===== config.mk =====
export PLATFORM = sky130hd
export DESIGN_NAME = tick_task_scheduler_unit_flat
export DESIGN_NICKNAME = d
export VERILOG_FILES = /design/src/design/tts_pkg.sv /design/src/design/tts_if.sv /design/src/design/tts_cell.sv /design/src/design/tick_task_scheduler_unit.sv /design/src/flat_wrapper.sv
export SDC_FILE = /design/constraint.sdc
export NUM_CORES = 1
export LEC_CHECK = 0
export ABC_AREA = 0
export BUFFER_PORTS_ARGS = -buffer_cell sky130_fd_sc_hd__buf_4
export CORE_MARGIN = 5
export CORE_UTILIZATION = 50
export DETAILED_ROUTE_END_ITERATION = 16
export HOLD_SLACK_MARGIN = 0.02
export PLACE_DENSITY = 0.64
export REMOVE_ABC_BUFFERS = 1
export SETUP_SLACK_MARGIN = 0.05
export SKIP_CTS_REPAIR_TIMING = 1
export SYNTH_ARGS = -nofsm -noshare
export SYNTH_HDL_FRONTEND = slang
export SYNTH_SLANG_ARGS = --single-unit
export TNS_END_PERCENT = 30

===== constraint.sdc =====
create_clock -name clk -period 9 [get_ports clk]
set_clock_uncertainty 0.1 [all_clocks]
set_input_delay 0.9 -clock clk [delete_from_list [all_inputs] [get_ports clk]]
set_output_delay 0.9 -clock clk [all_outputs]
set_load 0.02 [all_outputs]

===== src/design/tts_pkg.sv =====
// Types and constants of the tick task scheduler
`timescale 1ns / 1ps
`default_nettype none
package tts_pkg;

  localparam logic [2:0] OP_TICK    = 3'd0;
  localparam logic [2:0] OP_ADD     = 3'd1;
  localparam logic [2:0] OP_PAUSE   = 3'd2;
  localparam logic [2:0] OP_RESTART = 3'd3;
  localparam logic [2:0] OP_MODIFY  = 3'd4;
  localparam logic [2:0] OP_REMOVE  = 3'd5;
  localparam logic [2:0] OP_QUERY   = 3'd6;
  localparam logic [2:0] OP_DONE    = 3'd7;

  localparam logic [1:0] KIND_REPLY = 2'd0;
  localparam logic [1:0] KIND_DISP  = 2'd1;
  localparam logic [1:0] KIND_RESET = 2'd2;

  localparam logic [1:0] MODE_PAUSED   = 2'd0;
  localparam logic [1:0] MODE_PERIODIC = 2'd1;
  localparam logic [1:0] MODE_ONCE     = 2'd2;

  localparam logic [2:0] ST_MODE_MASK  = 3'b011;
  localparam logic [2:0] ST_IMMEDIATE  = 3'b100;
  localparam logic [2:0] ST_ADD_MAX    = 3'd5;

  localparam int          PERIOD_W     = 18;
  localparam logic [31:0] MAX_INTERVAL = 32'd225000;
  localparam logic [3:0]  MAX_RESULTS  = 4'd8;

  typedef struct packed {
    logic [7:0]          id;
    logic [1:0]          mode;
    logic [PERIOD_W-1:0] period;
    logic [31:0]         due;
  } entry_t;

  typedef struct packed {
    logic shift;
    logic load;
  } cell_ctl_t;

  typedef struct packed {
    logic [1:0] kind;
    logic [7:0] task_ref;
    logic       fail;
    logic [1:0] task_mode;
    logic       found;
    logic       last;
  } result_t;

  function automatic logic [PERIOD_W-1:0] fix_interval(input logic [31:0] v);
    logic [PERIOD_W-1:0] r;
    if (v == 32'd0 || v > MAX_INTERVAL) r = PERIOD_W'(1);
    else r = v[PERIOD_W-1:0];
    return r;
  endfunction

endpackage
`default_nettype wire


===== src/design/tts_if.sv =====
// Command and result channel interfaces
`timescale 1ns / 1ps
`default_nettype none
interface tts_in_if;
  logic        valid;
  logic        ready;
  logic [2:0]  op;
  logic [7:0]  task_id;
  logic [31:0] interval;
  logic [2:0]  status;
  modport source (output valid, op, task_id, interval, status, input ready);
  modport sink (input valid, op, task_id, interval, status, output ready);
endinterface

interface tts_out_if;
  logic       valid;
  logic       ready;
  logic [1:0] kind;
  logic [7:0] task_ref;
  logic       fail;
  logic [1:0] task_mode;
  logic       found;
  logic       last;
  modport source (output valid, kind, task_ref, fail, task_mode, found, last,
                  input ready);
  modport sink (input valid, kind, task_ref, fail, task_mode, found, last,
                output ready);
  modport mon (input valid, ready, kind, task_ref, fail, task_mode, found, last);
endinterface
`default_nettype wire


===== src/design/tts_cell.sv =====
// One table cell: holds an entry, takes its neighbour's or a loaded one
`timescale 1ns / 1ps
`default_nettype none
module tts_cell (
  input  wire logic              clk,
  input  wire tts_pkg::cell_ctl_t ctl,
  input  wire tts_pkg::entry_t   right,
  input  wire tts_pkg::entry_t   load_val,
  output tts_pkg::entry_t        ent
);
  always_ff @(posedge clk) begin
    if (ctl.load) begin
      ent <= load_val;
    end else if (ctl.shift) begin
      ent <= right;
    end
  end
endmodule
`default_nettype wire


===== src/design/tick_task_scheduler_unit.sv =====
// Tick task scheduler top level: controller over a row of table cells
// Usage:
//  cmd_in carries one command word (op, task_id, interval, status); res_out
//  carries result words (kind, task_ref, fail, task_mode, found, last).
//  cfg_we/cfg_wdata write the freeze timeout; the user must write it
//  only while idle, as the block does not enforce this. After a command
//  is taken the table rotates through cell 0 once, except for add, task
//  done and busy ticks. Unless a res_out stall holds the rotation, one
//  head entry a cycle is examined, updated, dropped or sent to the tail.
//  A tick's dispatch words go out as they are found; the last one of an
//  item carries last. An idle tick gives no word.
//  A result register parts the sides: the next command is taken while a
//  word still waits. When res_out stalls and a second word is ready the
//  rotation holds in place.
//  Reset (rst, synchronous) empties the table, clears the tick counter,
//  busy flag, freeze count and timeout; table cells are not cleared.
`timescale 1ns / 1ps
`default_nettype none
module tick_task_scheduler_unit #(
  parameter int TABLE_DEPTH = 8
) (
  input  wire logic        clk,
  input  wire logic        rst,
  tts_in_if.sink           cmd_in,
  tts_out_if.source        res_out,
  input  wire logic        cfg_we,
  input  wire logic [15:0] cfg_wdata
);
  localparam int CW = $clog2(TABLE_DEPTH + 1);

  typedef enum logic [2:0] {
    ST_IDLE = 3'b001,
    ST_SCAN = 3'b010,
    ST_FIN  = 3'b100
  } state_t;

  state_t state;

  logic [2:0]  cmd_op;
  logic [7:0]  cmd_id;
  logic [31:0] cmd_iv;
  logic [2:0]  cmd_st;

  logic [31:0]   tick_count;
  logic [CW-1:0] entry_count;
  logic          busy_flag;
  logic [15:0]   freeze_left;
  logic [15:0]   freeze_to;
  logic [CW-1:0] left_cnt;
  logic [3:0]    disp_cnt;
  logic          matched;
  logic [1:0]    qmode;
  logic          pv;
  tts_pkg::result_t pend;
  logic          ov;
  tts_pkg::result_t od;

  tts_pkg::entry_t   ent [TABLE_DEPTH];
  tts_pkg::cell_ctl_t cctl [TABLE_DEPTH];
  tts_pkg::entry_t   load_val;
  tts_pkg::entry_t   head;
  tts_pkg::entry_t   hp;
  tts_pkg::entry_t   new_ent;

  logic        accept, slot_free, is_tick, is_lookup, scanning;
  logic        dispatch, stall, step_go, drop, hit, add_go, table_full;
  logic [31:0] diff;
  logic [2:0]  add_st;
  logic [tts_pkg::PERIOD_W-1:0] in_fix, cmd_fix;
  logic [15:0] fl_dec;
  tts_pkg::result_t fin_res, disp_res;
  logic        fin_valid;
  logic        ov_set;

  assign cmd_in.ready = (state == ST_IDLE);
  assign accept       = cmd_in.valid && cmd_in.ready;
  assign slot_free    = !ov || res_out.ready;
  assign head         = ent[0];
  assign is_tick      = (cmd_op == tts_pkg::OP_TICK);
  assign is_lookup    = !is_tick && cmd_op != tts_pkg::OP_ADD && cmd_op != tts_pkg::OP_DONE;
  assign scanning     = (state == ST_SCAN) && (left_cnt != '0);
  assign diff         = tick_count - head.due;
  assign hit          = is_lookup && !matched && head.id == cmd_id;
  assign dispatch     = is_tick && disp_cnt < tts_pkg::MAX_RESULTS &&
                        head.mode != tts_pkg::MODE_PAUSED && !diff[31];
  assign stall        = dispatch && pv && !slot_free;
  assign step_go      = scanning && !stall;
  assign drop         = (dispatch && head.mode == tts_pkg::MODE_ONCE) ||
                        (hit && cmd_op == tts_pkg::OP_REMOVE);
  assign table_full   = (entry_count >= CW'(TABLE_DEPTH));
  assign add_go       = accept && cmd_in.op == tts_pkg::OP_ADD && !table_full;
  assign cmd_fix      = tts_pkg::fix_interval(cmd_iv);
  assign in_fix       = tts_pkg::fix_interval(cmd_in.interval);
  assign add_st       = (cmd_in.status > tts_pkg::ST_ADD_MAX) ? 3'd1 : cmd_in.status;
  assign fl_dec       = (freeze_left == 16'd0) ? 16'd0 : freeze_left - 16'd1;
  // output register takes a word this cycle
  assign ov_set       = (step_go && dispatch && pv) ||
                        (state == ST_FIN && fin_valid && slot_free);

  // head entry as it goes back to the tail
  always_comb begin
    hp = head;
    if (dispatch) begin
      hp.due = tick_count + {14'd0, head.period};
    end else if (hit) begin
      case (cmd_op)
        tts_pkg::OP_PAUSE: hp.mode = tts_pkg::MODE_PAUSED;
        tts_pkg::OP_RESTART: begin
          hp.mode = tts_pkg::MODE_PERIODIC;
          hp.due  = tick_count + {14'd0, head.period};
        end
        tts_pkg::OP_MODIFY: begin
          hp.period = cmd_fix;
          if (cmd_st == 3'd1 || cmd_st == 3'd2) hp.mode = cmd_st[1:0];
          hp.due = tick_count + {14'd0, cmd_fix};
        end
        default: hp = head;
      endcase
    end
  end

  always_comb begin
    new_ent.id     = cmd_in.task_id;
    new_ent.mode   = add_st[1:0] & tts_pkg::ST_MODE_MASK[1:0];
    new_ent.period = in_fix;
    new_ent.due    = tick_count + (((add_st & tts_pkg::ST_IMMEDIATE) != 3'd0) ?
                                   32'd0 : {14'd0, in_fix});
  end

  assign load_val = add_go ? new_ent : hp;

  genvar gi;
  generate
    for (gi = 0; gi < TABLE_DEPTH; gi++) begin : g_cell
      always_comb begin
        cctl[gi].shift = step_go && (CW'(gi + 1) < entry_count);
        cctl[gi].load  = (step_go && !drop && CW'(gi + 1) == entry_count) ||
                         (add_go && CW'(gi) == entry_count);
      end
      if (gi == TABLE_DEPTH - 1) begin : g_end
        tts_cell u_cell (.clk(clk), .ctl(cctl[gi]), .right(ent[gi]),
                         .load_val(load_val), .ent(ent[gi]));
      end else begin : g_mid
        tts_cell u_cell (.clk(clk), .ctl(cctl[gi]), .right(ent[gi + 1]),
                         .load_val(load_val), .ent(ent[gi]));
      end
    end
  endgenerate

  always_comb begin
    disp_res = '{kind: tts_pkg::KIND_DISP, task_ref: head.id, fail: 1'b0,
                 task_mode: 2'd0, found: 1'b0, last: 1'b0};
    if (is_lookup) begin
      fin_valid = 1'b1;
      fin_res   = '{kind: tts_pkg::KIND_REPLY, task_ref: cmd_id, fail: !matched,
                    task_mode: (cmd_op == tts_pkg::OP_QUERY && matched) ? qmode : 2'd0,
                    found: matched, last: 1'b1};
    end else begin
      fin_valid     = pv;
      fin_res       = pend;
      fin_res.last  = 1'b1;
    end
  end

  always_ff @(posedge clk) begin
    if (rst) begin
      state       <= ST_IDLE;
      tick_count  <= '0;
      entry_count <= '0;
      busy_flag   <= 1'b0;
      freeze_left <= '0;
      freeze_to   <= '0;
      left_cnt    <= '0;
      disp_cnt    <= '0;
      matched     <= 1'b0;
      pv          <= 1'b0;
      ov          <= 1'b0;
    end else begin
      if (cfg_we) freeze_to <= cfg_wdata;
      if (ov_set) begin
        ov <= 1'b1;
      end else if (ov && res_out.ready) begin
        ov <= 1'b0;
      end
      case (state)
        ST_IDLE: begin
          if (accept) begin
            cmd_op   <= cmd_in.op;
            cmd_id   <= cmd_in.task_id;
            cmd_iv   <= cmd_in.interval;
            cmd_st   <= cmd_in.status;
            disp_cnt <= '0;
            matched  <= 1'b0;
            state    <= ST_SCAN;
            case (cmd_in.op)
              tts_pkg::OP_TICK: begin
                tick_count <= tick_count + 32'd1;
                if (busy_flag && freeze_to != 16'd0) begin
                  freeze_left <= fl_dec;
                  if (fl_dec == 16'd0) begin
                    pv   <= 1'b1;
                    pend <= '{kind: tts_pkg::KIND_RESET, task_ref: 8'd0, fail: 1'b0,
                              task_mode: 2'd0, found: 1'b0, last: 1'b1};
                  end
                end else begin
                  left_cnt <= entry_count;
                end
              end
              tts_pkg::OP_ADD: begin
                pv   <= 1'b1;
                pend <= '{kind: tts_pkg::KIND_REPLY, task_ref: cmd_in.task_id,
                          fail: table_full, task_mode: 2'd0, found: 1'b0, last: 1'b1};
                if (!table_full) entry_count <= entry_count + CW'(1);
              end
              tts_pkg::OP_DONE: begin
                busy_flag <= 1'b0;
                pv   <= 1'b1;
                pend <= '{kind: tts_pkg::KIND_REPLY, task_ref: cmd_in.task_id,
                          fail: 1'b0, task_mode: 2'd0, found: 1'b0, last: 1'b1};
              end
              default: left_cnt <= entry_count;
            endcase
          end
        end
        ST_SCAN: begin
          if (left_cnt == '0) begin
            state <= ST_FIN;
          end else if (step_go) begin
            left_cnt <= left_cnt - CW'(1);
            if (drop) entry_count <= entry_count - CW'(1);
            if (hit) begin
              matched <= 1'b1;
              qmode   <= head.mode;
            end
            if (dispatch) begin
              if (pv) begin
                od <= pend;
              end
              pv          <= 1'b1;
              pend        <= disp_res;
              busy_flag   <= 1'b1;
              freeze_left <= freeze_to;
              disp_cnt    <= disp_cnt + 4'd1;
            end
          end
        end
        ST_FIN: begin
          if (!fin_valid) begin
            state <= ST_IDLE;
          end else if (slot_free) begin
            od    <= fin_res;
            pv    <= 1'b0;
            state <= ST_IDLE;
          end
        end
        default: state <= ST_IDLE;
      endcase
    end
  end

  assign res_out.valid     = ov;
  assign res_out.kind      = od.kind;
  assign res_out.task_ref  = od.task_ref;
  assign res_out.fail      = od.fail;
  assign res_out.task_mode = od.task_mode;
  assign res_out.found     = od.found;
  assign res_out.last      = od.last;
endmodule
`default_nettype wire


===== src/flat_wrapper.sv =====
// flat-port wrapper written by rule: the top's interface ports become plain ports
module tick_task_scheduler_unit_flat 
#(
  parameter int TABLE_DEPTH = 8
)
  (clk, rst, cfg_we, cfg_wdata, cmd_in_valid, cmd_in_op, cmd_in_task_id, cmd_in_interval, cmd_in_status, cmd_in_ready, res_out_valid, res_out_kind, res_out_task_ref, res_out_fail, res_out_task_mode, res_out_found, res_out_last, res_out_ready);
  tts_in_if cmd_in_i ();
  tts_out_if res_out_i ();
  input  wire logic clk;
  input  wire logic rst;
  input  wire logic cfg_we;
  input  wire logic [15:0] cfg_wdata;
  input wire logic [$bits(cmd_in_i.valid)-1:0] cmd_in_valid;
  input wire logic [$bits(cmd_in_i.op)-1:0] cmd_in_op;
  input wire logic [$bits(cmd_in_i.task_id)-1:0] cmd_in_task_id;
  input wire logic [$bits(cmd_in_i.interval)-1:0] cmd_in_interval;
  input wire logic [$bits(cmd_in_i.status)-1:0] cmd_in_status;
  output wire logic [$bits(cmd_in_i.ready)-1:0] cmd_in_ready;
  output wire logic [$bits(res_out_i.valid)-1:0] res_out_valid;
  output wire logic [$bits(res_out_i.kind)-1:0] res_out_kind;
  output wire logic [$bits(res_out_i.task_ref)-1:0] res_out_task_ref;
  output wire logic [$bits(res_out_i.fail)-1:0] res_out_fail;
  output wire logic [$bits(res_out_i.task_mode)-1:0] res_out_task_mode;
  output wire logic [$bits(res_out_i.found)-1:0] res_out_found;
  output wire logic [$bits(res_out_i.last)-1:0] res_out_last;
  input wire logic [$bits(res_out_i.ready)-1:0] res_out_ready;
  assign cmd_in_i.valid = cmd_in_valid;
  assign cmd_in_i.op = cmd_in_op;
  assign cmd_in_i.task_id = cmd_in_task_id;
  assign cmd_in_i.interval = cmd_in_interval;
  assign cmd_in_i.status = cmd_in_status;
  assign cmd_in_ready = cmd_in_i.ready;
  assign res_out_valid = res_out_i.valid;
  assign res_out_kind = res_out_i.kind;
  assign res_out_task_ref = res_out_i.task_ref;
  assign res_out_fail = res_out_i.fail;
  assign res_out_task_mode = res_out_i.task_mode;
  assign res_out_found = res_out_i.found;
  assign res_out_last = res_out_i.last;
  assign res_out_i.ready = res_out_ready;
  tick_task_scheduler_unit #(.TABLE_DEPTH(TABLE_DEPTH)) u_core (.clk(clk), .rst(rst), .cmd_in(cmd_in_i), .res_out(res_out_i), .cfg_we(cfg_we), .cfg_wdata(cfg_wdata));
endmodule

### After elaboration in Yosys (flattened, before gate mapping)

Index checks and enable logic that the tools add are counted.

| word-level totals | value |
|---|---|
| bits in registers | 641 |
| input bits | 67 |
| output and inout port bits | 17 |
| word-level logic and storage cells | 330 |

| cells by class | value |
|---|---|
| $add $sub $neg | 10 |
| $lt $le $gt $ge | 12 |
| equal/unequal tests | 46 |
| mux-type cells | 95 |
| bitwise logic cells | 2 |
| reductions and logical operators | 105 |

Operator list:

| cell | count |
|---|---|
| two-way mux 60 bit | 15 |
| two-way mux 15 bit | 13 |
| two-way mux 16 bit | 7 |
| two-way mux 18 bit | 4 |
| adder 32 x 18 -> 32 bit | 2 |
| greater-than comparator 32 x 18 -> 1 bit, second input constant | 2 |
| logical NOT 32 bit | 2 |
| one-hot mux 32 bit (2 select lines) | 1 |
| one-hot mux 15 bit (2 select lines) | 2 |
| two-way mux 4 bit | 14 |
| two-way mux 52 bit | 1 |
| logical AND 1 bit | 47 |
| one-hot mux 15 bit (3 select lines) | 1 |
| adder 32 x 1 -> 32 bit, second input constant | 1 |
| adder 32 bit | 1 |
| logical NOT 16 bit | 2 |
| two-way mux 32 bit | 1 |
| one-hot mux 16 bit (2 select lines) | 1 |
| one-hot mux 4 bit (2 select lines) | 4 |
| subtractor 32 bit | 1 |
| nonzero test 2 bit | 11 |
| two-way mux 20 bit | 1 |
| != test 2 bit, second input constant | 9 |
| two-way mux 1 bit | 17 |
| 45 further kinds | 110 |

### Logic depth before layout (Yosys ltp)

| depth | value |
|---|---|
| word-level depth | 13 |
| depth in mapped cells | 22 |
| mapped depth without buffers | 21 |

### By module

A second synthesis with hierarchy kept.

| unflattened totals | value |
|---|---|
| cell total of the unflattened synthesis | 2617 |
| area, all modules | 35637.9 µm² |

Modules (own cells, without submodules):

| module | times used | cells each | area an instance (µm²) | sequential area each (µm²) |
|---|---|---|---|---|
| tts_cell | 8 | 128 | 2836.5 | 1801.7 |
| tick_task_scheduler_unit | 1 | 1593 | 12946.2 | 3913.8 |

### Worst setup path after synthesis

Ideal clock, no wire load.

| timing | value |
|---|---|
| path kind | reg2reg |
| start point | register, netlist name u_core.g_cell[0].g_mid.u_cell.ent[29] |
| end point | register, netlist name u_core.g_cell[3].g_mid.u_cell.ent[0] |
| setup time | 0.561 ns |
| data arrival time | 6.755 ns |
| data required time | 8.339 ns |
| slack | 1.584 ns |
| stages on the path, launching flop included | 13 |
| buffers on the path | 2 |
| clock period less this slack | 7.416 ns |
| path through | edfxtp_1 -> inv_1 -> ha_1 -> a21oi_2 -> nand2_1 -> a221o_1 -> a211o_1 -> a32o_2 -> or2_1 -> buf_6 -> a31o_1 -> buf_6 -> o21ai_0 |

| between the ends | value |
|---|---|
| word-level cells in the longest chain between the ends | 11 |

Ends and longest elaborated chain:

| what | line | source |
|---|---|---|
| subtractor 32 bit (*) | tick_task_scheduler_unit.sv:82 | `assign diff = tick_count - head.due;` |
| logical NOT 1 bit (*) | tick_task_scheduler_unit.sv:85 | `head.mode != tts_pkg::MODE_PAUSED && !diff[31];` |
| logical AND 1 bit (*) | tick_task_scheduler_unit.sv:85 |  |
| logical AND 1 bit (2 in a row) | tick_task_scheduler_unit.sv:86 | `assign stall = dispatch && pv && !slot_free;` |
| logical NOT 1 bit | tick_task_scheduler_unit.sv:87 | `assign step_go = scanning && !stall;` |
| logical AND 1 bit | tick_task_scheduler_unit.sv:87 |  |
| logical AND 1 bit (2 in a row) | tick_task_scheduler_unit.sv:137 | `cctl[gi].load = (step_go && !drop && CW'(gi + 1) == entry_count) \|\|` |
| logical OR 1 bit | tick_task_scheduler_unit.sv:137 |  |
| nonzero test 2 bit (no source line) (*) | -- |  |

Mark *: on every way between the ends. The rest lies on a longest branch, timed or not.
A chain may end at the register's enable or synchronous reset.

==> flow_metrics.tcl <==
set metrics [dict create \
    outcome "complete, no violations" \
    crit_arrival_ps 6610 \
    grt_pass1_vias 21476 \
    fmax_mhz 157 \
    ant_nets 0 \
    fin_crit_sh_pct 70.7 \
    synthToLayoutAreaGrowth_pct 11.8 \
    cts_buffers 71 \
    nFillCells 5234 \
    cellPowerDensity_mw_per_mm2 174 \
    first_iter_violations 1944 \
    drc_errors 0 \
    synth_flop_cell "edfxtp_1" \
    grt-ovfl-total 0 \
    fin_ws_ps 2640 \
    hold_viol 0 \
    cpMaxStageDelayCell "o21bai_1" \
    initial_core_util_pct 50.5 \
    pre_cts_ws_ps 2380 \
    synth_edf_count 555 \
    syn_area_mm2 0.0326 \
    pin_count 84 \
    drv_slew 0 \
    path_common_cell "o21bai_1" \
    drive_above_1_share_pct 26.6 \
    insertion_delay_ps 610 \
    row_count 93 \
    maxCapViolCount 0 \
    grt_pass1_wl_um 127000 \
    fin_cells 3531 \
    cts.clk_slew.worst_paths_ps 60 \
    final.setup.tns_ps 0 \
    crit_buf_inv 0 \
    stdcell_area_mm2 0.0365 \
    max_stage_delay_ps 840 \
    p_leak_nw 12.8 \
    ir_drop_uv 140 \
    synth_seq_cells 638 \
    clockBufferDepth 3 \
    async_reset_ff_share_pct 0 \
    dp.cells 3401 \
    worst_slew_pin_slew_ps 1300 \
    core_area_mm2 0.0646 \
    cts_tree "built" \
    port_buffers 83 \
    nets 2781 \
    cts.sinks 638 \
    via_per_inst 6.08 \
    dpl.hpwl_um 52500 \
    grt_antenna_before_repair 4 \
    die_y_um 265 \
    rsz0062_at_grt "no" \
    hp-class "reg -> reg" \
    critical_path_required_ps 9250 \
    finalPower_mw 6.35 \
    worst-setup-path-type "reg -> reg" \
    root_buffer "clkbuf_16" \
    wl_per_cell_um 23.2 \
    seq_area_mm2 0.0183 \
    min_period_ps 6360 \
    dpl_cell_area_mm2 0.0341 \
    ys_warn_count 0 \
    setup-violations-final 0 \
    drt-total-wl_um 81900 \
    first_pass_iters 5 \
    dieArea_mm2 0.0704 \
    syn_inst 2561 \
    critPathLaunchType "register" \
    grt.total_usage_pct 22.8 \
    chipWidth_um 265 \
    path_cells "nor4_1, nand4_1, a31oi_1, o211a_1, nand2_1, fa_1, nor2b_1, o31a_1, o21ai_0, o21bai_1, a21oi_1, o21bai_1, a41oi_1, a211oi_1, a31oi_2, mux2_2" \
    crit_path_end_kind "register" \
    synthDistinctLibCells 96 \
    maxSlewHeadroom_pct 13.1 \
    dr_total_vias 21473 \
    synth_seq_area_share_pct 56.2 \
    routabilityCongestion 0.960 \
    grt_max_degree 75 \
    cts_max_level 3 \
    critical_path.max_fanout 31 \
    multiInputGateArea_mm2 0.0136 \
    avgSynthCellArea_um2 12.7 \
    path_delay_family "compound AO/OA/AOI/OAI gates" \
]
layout by cell type (no fill, tap or decap), types with 9 or more instances in the layout:
| cell | count |
|---|---|
| dfxtp_1 | 83 |
| or3_1 | 28 |
| a221oi_1 | 12 |
| o21bai_1 | 9 |
| nor3_1 | 48 |
| nor2_1 | 138 |
| nor4_1 | 27 |
| o21ai_1 | 18 |
| clkbuf_16 | 72 |
| inv_1 | 69 |
| xnor2_1 | 42 |
| a31oi_1 | 18 |
| a21o_1 | 26 |
| a21oi_2 | 11 |
| and3_1 | 29 |
| nand2_1 | 155 |
| o21ai_0 | 79 |
| mux2i_1 | 27 |
| a22o_1 | 11 |
| xor2_1 | 57 |
| a22oi_2 | 9 |
| a211oi_1 | 25 |
| clkinv_1 | 14 |
| nand2b_1 | 21 |
| mux2_2 | 415 |
| buf_4 | 115 |
| nand3_1 | 31 |
| a21oi_1 | 136 |
| clkbuf_1 | 13 |
| edfxtp_1 | 555 |
| nand4_1 | 25 |
| o21a_1 | 18 |
| ha_1 | 92 |
| and2_1 | 40 |
| nor2b_1 | 14 |
where the power goes:
group | switching [mW] | internal [mW]
registers | 0.0211 | 3.21
logic | 0.121 | 0.0692
clock network | 1.19 | 1.73
total | 1.33 | 5.01
state kept, by name (all words and copies together), names as in the netlist, 2 cells and up:
signal / cells
u_core.cmd_id: 8
u_core.cmd_iv: 32
u_core.cmd_op: 3
u_core.cmd_st: 3
u_core.disp_cnt: 4
u_core.entry_count: 4
u_core.freeze_left: 16
u_core.freeze_to: 16
u_core.g_cell.g_end.u_cell.ent: 60
u_core.g_cell.g_mid.u_cell.ent: 420
u_core.left_cnt: 4
u_core.pend: 12
u_core.qmode: 2
u_core.res_out.kind: 2
u_core.res_out.task_mode: 2
u_core.res_out.task_ref: 8
u_core.state: 3
u_core.tick_count: 32
cell type report:
type                       count  share of cell area (%)
antenna                        2                  0.0137
clock buffer                  89                    5.22
clock inverter                39                    1.14
inverter                      69                   0.710
multi-input combinational   1724                    37.4
sequential                   638                    50.2
tap                          855                    2.93
timing repair buffer         115                    2.37
routing by layer:
metal | part of all wire, % | track usage (%) | up-vias
met4 | 3.1 | 7.66 | 0
li1 | - | - | 9864
met5 | 0 | 0 | -
met2 | 47 | 36.9 | 649
met3 | 5.5 | 3.20 | 158
met1 | 45 | 31.8 | 10802
worst reg2reg max path: stages (launching register included):
cell      delay (ps)
edfxtp_1         360
nor4_1           340
nand4_1          410
a31oi_1          290
o211a_1          750
nand2_1          240
fa_1             470
nor2b_1          160
o31a_1           160
o21ai_0          220
o21bai_1         520
a21oi_1          200
o21bai_1         840
a41oi_1          210
a211oi_1         300
a31oi_2          220
mux2_2           330
synth_stat cells (6+ instances only):
library cell  instances  share of area [%]
edfxtp_1            555                 51
mux2_2              415                 14
nand2_1             156                1.8
nor2_1              139                1.6
a21oi_1             136                2.1
ha_1                 92                3.5
dfxtp_1              83                5.1
o21ai_0              81                1.2
inv_1                69               0.79
clkbuf_1             62               0.71
xor2_1               57                1.5
buf_2                50               0.77
nor3_1               50               0.77
xnor2_1              42                1.1
and2_1               40               0.77
nand3_1              31               0.48
and3_1               29               0.56
or3_1                29               0.56
a21o_1               27               0.62
mux2i_1              27               0.83
nor4_1               27               0.52
a211oi_1             25               0.58
nand4_1              25               0.48
nand2b_1             21               0.40
o21ai_1              19               0.29
a31oi_1              18               0.35
o21a_1               18               0.41
nor2b_1              15               0.29
o21bai_1             13               0.30
a221oi_1             12               0.32
a21oi_2              11               0.30
a22o_1               11               0.30
buf_1                11               0.13
a22oi_2               9               0.35
o31ai_1               8               0.18
o221ai_1              7               0.19
a22oi_1               6               0.14
a31oi_2               6               0.23
o211ai_1              6               0.14
o31a_1                6               0.16
per-stage QoR:
stage	util [%]	hold WS [ps]
floorplan	-	326
global placement	52.9	350
detailed placement	52.9	350
CTS	56.5	342
global route	56.5	360
finish	56.5	360
worst paths after layout:
check / from / cells after the start / endpoint / slack, ps
setup / recovery: u_core.cmd_iv[20]$_DFFE_PP_ / 16 / u_core.g_cell[6].g_mid.u_cell.ent[24]$_DFFE_PP_ / 2640
setup reg to reg: u_core.cmd_iv[20]$_DFFE_PP_ / 16 / u_core.g_cell[6].g_mid.u_cell.ent[24]$_DFFE_PP_ / 2640
hold / removal: u_core.disp_cnt[3]$_SDFFE_PP0P_ / 2 / u_core.disp_cnt[3]$_SDFFE_PP0P_ / 360
hold reg to reg: u_core.disp_cnt[3]$_SDFFE_PP0P_ / 2 / u_core.disp_cnt[3]$_SDFFE_PP0P_ / 360
cell families after synthesis:
logic type | Yosys count | synth area share (%)
buffers and inverters | 199 | 2.61
AO/OA/AOI/OAI | 487 | 10.4
AND/OR/NAND/NOR | 597 | 9.11
multiplexers | 446 | 15.3
XOR/XNOR | 99 | 2.66
flip-flops | 638 | 56.2
adder cells (fa/ha/maj) | 95 | 3.71
Power figures use the tool's default switching activity.
